**config.mk**
```make
export PLATFORM = sky130hd
export DESIGN_NAME = rbh_cell
export DESIGN_NICKNAME = d
export VERILOG_FILES = /design/src/hw/rtl/ray_box_angular_hit_test_top_defines.svh /design/src/hw/rtl/rbh_pkg.sv /design/src/hw/rtl/rbh_cell.sv
export SDC_FILE = /design/constraint.sdc
export NUM_CORES = 1
export LEC_CHECK = 0
export BUFFER_PORTS_ARGS = -buffer_cell sky130_fd_sc_hd__buf_2
export CAP_MARGIN = 20
export CORE_ASPECT_RATIO = 0.9
export CORE_MARGIN = 3
export CORE_UTILIZATION = 58
export CTS_BUF_LIST = sky130_fd_sc_hd__clkbuf_2 sky130_fd_sc_hd__clkbuf_4 sky130_fd_sc_hd__clkbuf_8
export CTS_CLUSTER_SIZE = 28
export DETAILED_ROUTE_END_ITERATION = 8
export GPL_TIMING_DRIVEN = 0
export PLACE_DENSITY = 0.81
export SETUP_SLACK_MARGIN = 0.3
export SYNTH_ARGS = -nofsm -noshare
export SYNTH_HDL_FRONTEND = slang
export SYNTH_SLANG_ARGS = --single-unit
```
**constraint.sdc**
```tcl
create_clock -name clk -period 3.61 [get_ports clk]
set_input_delay 0.722 -clock clk [delete_from_list [all_inputs] [get_ports clk]]
set_output_delay 0.722 -clock clk [all_outputs]
set_load 0.02 [all_outputs]
```
**src/hw/rtl/ray_box_angular_hit_test_top_defines.svh**
```systemverilog
// assertion macros for the ray box hit test
`ifndef RAY_BOX_ANGULAR_HIT_TEST_TOP_DEFINES_SVH
`define RAY_BOX_ANGULAR_HIT_TEST_TOP_DEFINES_SVH
`ifndef SYNTHESIS
`define RBH_ASSERT_IMPL(label, clk, rst, ante, cons, msg) \
  label: assert property (@(posedge clk) disable iff (rst) (ante) |-> (cons)) else $error(msg);
`define RBH_ASSERT_NEXT(label, clk, rst, ante, cons, msg) \
  label: assert property (@(posedge clk) disable iff (rst) (ante) |=> (cons)) else $error(msg);
`else
`define RBH_ASSERT_IMPL(label, clk, rst, ante, cons, msg)
`define RBH_ASSERT_NEXT(label, clk, rst, ante, cons, msg)
`endif
`endif

```
**src/hw/rtl/rbh_pkg.sv**
```systemverilog
// ----------------------------------------------------------------------------
// rbh_pkg
// shared constants and cordic angle table
// ----------------------------------------------------------------------------
package rbh_pkg;
  localparam int COORD_BITS_DEF    = 10;
  localparam int CORDIC_STAGES_DEF = 16;
  localparam int FRAC_SHIFT        = 16;
  localparam int OUT_SHIFT         = 9;
  localparam int ZW                = 26;
  localparam int HW                = 18;
  localparam logic signed [HW-1:0] DEG90  = 18'sd11520;
  localparam logic signed [HW-1:0] DEG180 = 18'sd23040;
  localparam logic signed [HW-1:0] DEG270 = 18'sd34560;

  function automatic logic signed [ZW-1:0] atan_tab(input int i);
    logic signed [ZW-1:0] r;
    begin
      case (i)
        0: r = 26'sd2949120;  1: r = 26'sd1740967;  2: r = 26'sd919879;
        3: r = 26'sd466945;   4: r = 26'sd234379;   5: r = 26'sd117304;
        6: r = 26'sd58666;    7: r = 26'sd29335;    8: r = 26'sd14668;
        9: r = 26'sd7334;     10: r = 26'sd3667;    11: r = 26'sd1833;
        12: r = 26'sd917;     13: r = 26'sd458;     14: r = 26'sd229;
        15: r = 26'sd115;     16: r = 26'sd57;      17: r = 26'sd29;
        18: r = 26'sd14;      19: r = 26'sd7;       20: r = 26'sd4;
        21: r = 26'sd2;       22: r = 26'sd1;       default: r = '0;
      endcase
      return r;
    end
  endfunction
endpackage

```
**src/hw/rtl/rbh_cell.sv**
```systemverilog
// ----------------------------------------------------------------------------
// rbh_cell
// one cordic vectoring micro-rotation for three lanes plus sideband
// ----------------------------------------------------------------------------
module rbh_cell import rbh_pkg::*; #(
  parameter int VW    = 34,
  parameter int STAGE = 0,
  parameter int SBW   = 2
) (
  input  logic                  clk,
  input  logic                  en,
  input  logic signed [VW-1:0]  x_in  [3],
  input  logic signed [VW-1:0]  y_in  [3],
  input  logic signed [ZW-1:0]  z_in  [3],
  input  logic [SBW-1:0]        sb_in,
  output logic signed [VW-1:0]  x_out [3],
  output logic signed [VW-1:0]  y_out [3],
  output logic signed [ZW-1:0]  z_out [3],
  output logic [SBW-1:0]        sb_out
);
  localparam logic signed [ZW-1:0] ANG = atan_tab(STAGE);

  always_ff @(posedge clk) begin
    if (en) begin
      for (int k = 0; k < 3; k++) begin
        if (!y_in[k][VW-1]) begin
          x_out[k] <= x_in[k] + (y_in[k] >>> STAGE);
          y_out[k] <= y_in[k] - (x_in[k] >>> STAGE);
          z_out[k] <= z_in[k] + ANG;
        end else begin
          x_out[k] <= x_in[k] - (y_in[k] >>> STAGE);
          y_out[k] <= y_in[k] + (x_in[k] >>> STAGE);
          z_out[k] <= z_in[k] - ANG;
        end
      end
      sb_out <= sb_in;
    end
  end
endmodule

```
==> summary.md <==
| Metric | Value |
|---|---|
| Status | complete, no violations |
| Peak supply drop | approximately 0.4 mV |
| Cell type with the largest total area after synthesis | edfxtp_1 |
| Core Util, Final | 0.712 |
| Post-synthesis adder-cell area fraction | 0.159 |
| Synth Warn # | 0 |
| Worst hold slack | between 0.2 and 0.25 ns |
| Vias in the first global route | around 26000 |
| Root buf cell | clkbuf_8 |
| NumNets Final | around 4300 |
| Fin Setup TNS | 0 ns |
| Drt total wl | 104 mm |
| Post-synth top area share | 0.314 |
| Syn_nets | 3700 |
| Final hold vios | 0 |
| Critical path's top delay family | compound AO/OA/AOI/OAI gates |
| Switching power | around 5200 uW |
| IO Count | 570 |
| Final Wtd Congestion | 1.04 |
| Final setup viols | 0 |
| Critical path buffer and inverter count | 3 |
| Row cnt | 74 |
| Power Density | about 400 mW/mm^2 |
| Worst Path Arrival | 3.74 ns |
| Final min period | about 3.4 ns |
| Die Area | about 0.05 sq mm |
| Main combinational cell family by area after synthesis | compound AO/OA/AOI/OAI gates |
| Synthesized instance count | 3079 |
| CORE AREA | 0.0456 sq mm |
| Logic pwr share | 0.418 |
| Initial antenna violation count | 22 |
| # placed instances | between 4000 and 5000 |
| Area growth syn-to-layout | 20.6% |
| Clock transition at the registers of the reported paths | roughly 0.070 ns |
| Critical-path top delay cell | o41ai_4 |
| Largest net degree at the start of global routing | between 100 and 150 |
| Port Buf Inserts | about 570 |
| WL/cell | approximately 24 um |
| Final Non-Filler Cells | between 4000 and 5000 |
| PnR worst setup slack | 0.237 ns |
| CTS tree | built |
| Dpl hpwl | slightly above 80 mm |
| Dpl ws | -1.28 ns |
| Synth area leaders | edfxtp_1 (31%), ha_1 (15%), a21oi_1 (7.2%) |
| Worst slew pin tran | 1.13 ns |
| Max Clk Rate | roughly 0.30 GHz |
| Global-route wire length before repair | about 150 mm |
| Switching fraction of total power | 0.401 |
| Synth Area in Compound Gates | 0.246 |
| Sequential share of the synthesized area | 0.314 |
| Starting Density | 0.590 |
| Synth cell types | 98 |
| CTS Buf Count | a little under 50 |
| Die X | around 230 um |
| Layout fillers | around 3700 |
| Hold Path Depth | 1 |
| Htree depth | 2 |
| Flip-flop and latch area | 0.00844 sq mm |
| Chip height | between 200 and 250 um |
| Congestion Overflow GR | 0 |
| Multi-input combinational cell area | about 0.017 sq mm |
| Tot GR Track Use | 0.402 |
| Crit path cell chain | buf_4 -> inv_4 -> ha_4 -> buf_8 -> nor3_4 -> o311ai_4 -> a31oi_4 -> a311oi_4 -> o41ai_4 -> nor2_2 -> o211a_1 -> o32ai_2 -> xnor2_1 |
| Hold Crit Class | input pin to flip-flop |
| 1st-pass router iterations | 6 |
| Via density | between 6 and 7 |
| Critical Path Source Type | input pin |
| Synth Area in Simple Gates | 0.124 |
| Yosys reg bits | 281 |
| Async set or reset register ratio after synthesis | 0 |
| Sequential fraction of design power | 0.345 |
| Slowest stage delay, CP | roughly 0.62 ns |
| Maximum clock path buffer count | 3 |
| Crit path max fanout | 8 |
| Clock share of power | 0.237 |
| Worst path depth | 13 |
| P_int | between 7000 and 8000 uW |
| Routed via count | about 28000 |
| Share of cells above drive strength 1 | 0.231 |
| Avg Cell Area, Syn | 8.73 sq um |
| Multiplexer share of the synthesized area | 0.0161 |
| Max_cap viols | 0 |
| Hold-fix buffers at CTS | 0 |
| DRT antenna net count | 0 |
| RSZ-0062 raised after global routing | yes |
| Leak | about 0.014 uW |
| Worst setup EP type | flip-flop |
| Drt first-iter violations | around 3700 |
| Max Transition Viols Final | 0 |
| Top_reg_cell synth | edfxtp_1 |
| Synthesized area | approximately 0.027 sq mm |
| EDFF count, synth | 281 |
| Tcrit/Tclk final | 0.934 |
| Xor/xnor share of the synthesized area | 0.0707 |
| Setup CP Type | input pin to flip-flop |
| # DRC | 0 |
| Sink Count | 281 |
| Relative slew slack | 0.240 |
| Critical Path RT | ~4.0 ns |
## worst paths after layout
check,from,end,slack (ns)
worst min-delay path,z_in[57],z_out[57],0.25
worst max-delay path,x_in[76],y_out[98],0.24
## power groups by stage
stage / registers (uW) / logic, uW / clock network, uW
after floorplan: 5120 / 2560 / 0
after global placement: 4510 / 4970 / 0
after detailed placement: 4490 / 5010 / 0
after CTS: 4440 / 5080 / 3100
after global routing: 4480 / 5710 / 3240
final: 4440 / 5380 / 3050
## routing by layer
metal / vias to the layer above / global-route usage / part of all wire
met5: - / 0 / 0.00022
met1: 13000 / 0.547 / 0.39
met4: 4 / 0.188 / 0.053
met3: 373 / 0.107 / 0.13
met2: 2026 / 0.598 / 0.43
li1: 12400 / - / -
## through the flow
stage	area, sq um	power [uW]
2_1_floorplan	26900	7680
3_3_place_gp	30500	9480
3_5_place_dp	30600	9500
4_1_cts	31700	12600
5_1_grt	32400	13400
6_report	32400	12900
## timing repair
action,CTS,global route
endpoints found under the setup margin,49,64
pin swaps,4,38
gates resized for setup,36,124
setup buffers,3,13
## area by class of cell
type / count / area share
multi-input combinational: 2318 / 0.530
buffer: 138 / 0.0200
antenna: 24 / 0.00185
sequential: 281 / 0.260
tap: 608 / 0.0235
timing repair buffer: 587 / 0.0943
inverter: 342 / 0.0398
clock inverter: 27 / 0.00718
clock buffer: 59 / 0.0231
## cells in the final DEF (no fill, tap or decap), types with 70 or more instances in the layout
cell,instances
nand2_1,125
ha_1,320
nor2_1,245
o21bai_1,70
edfxtp_1,281
clkbuf_1,70
o21ai_0,199
inv_1,323
a21oi_1,370
xnor2_1,175
buf_2,599
## synth_stat cells, types with 20 or more instances
master,instances
nand3_1,47
nor2b_1,38
nand2b_1,30
nor3_1,68
a31oi_1,20
xnor2_1,179
nor4_1,22
nand2_1,126
o21ai_0,204
o21bai_1,71
or3_1,26
ha_1,323
a21o_1,50
inv_1,328
nand4_1,31
mux2i_1,42
a21oi_1,384
edfxtp_1,281
o211ai_1,26
nor2_1,248
xor2_1,38
buf_2,33
clkbuf_1,82
o31ai_1,41
a211oi_1,33
## state kept, by name, indices dropped and copies added, names as in the netlist
signal and count:
x_out 102, y_out 99, z_out 78, sb_out 2
## cells by family (layout without fill, tap and decap cells)
group                    Yosys count  after routing
other                              0             24
adder cells (fa/ha/maj)          335            335
XOR/XNOR                         217            217
AO/OA/AOI/OAI                   1029           1029
AND/OR/NAND/NOR                  694            694
flip-flops                       281            281
buffers and inverters            480           1153
multiplexers                      43             43
(Power assumes the default switching activity.)
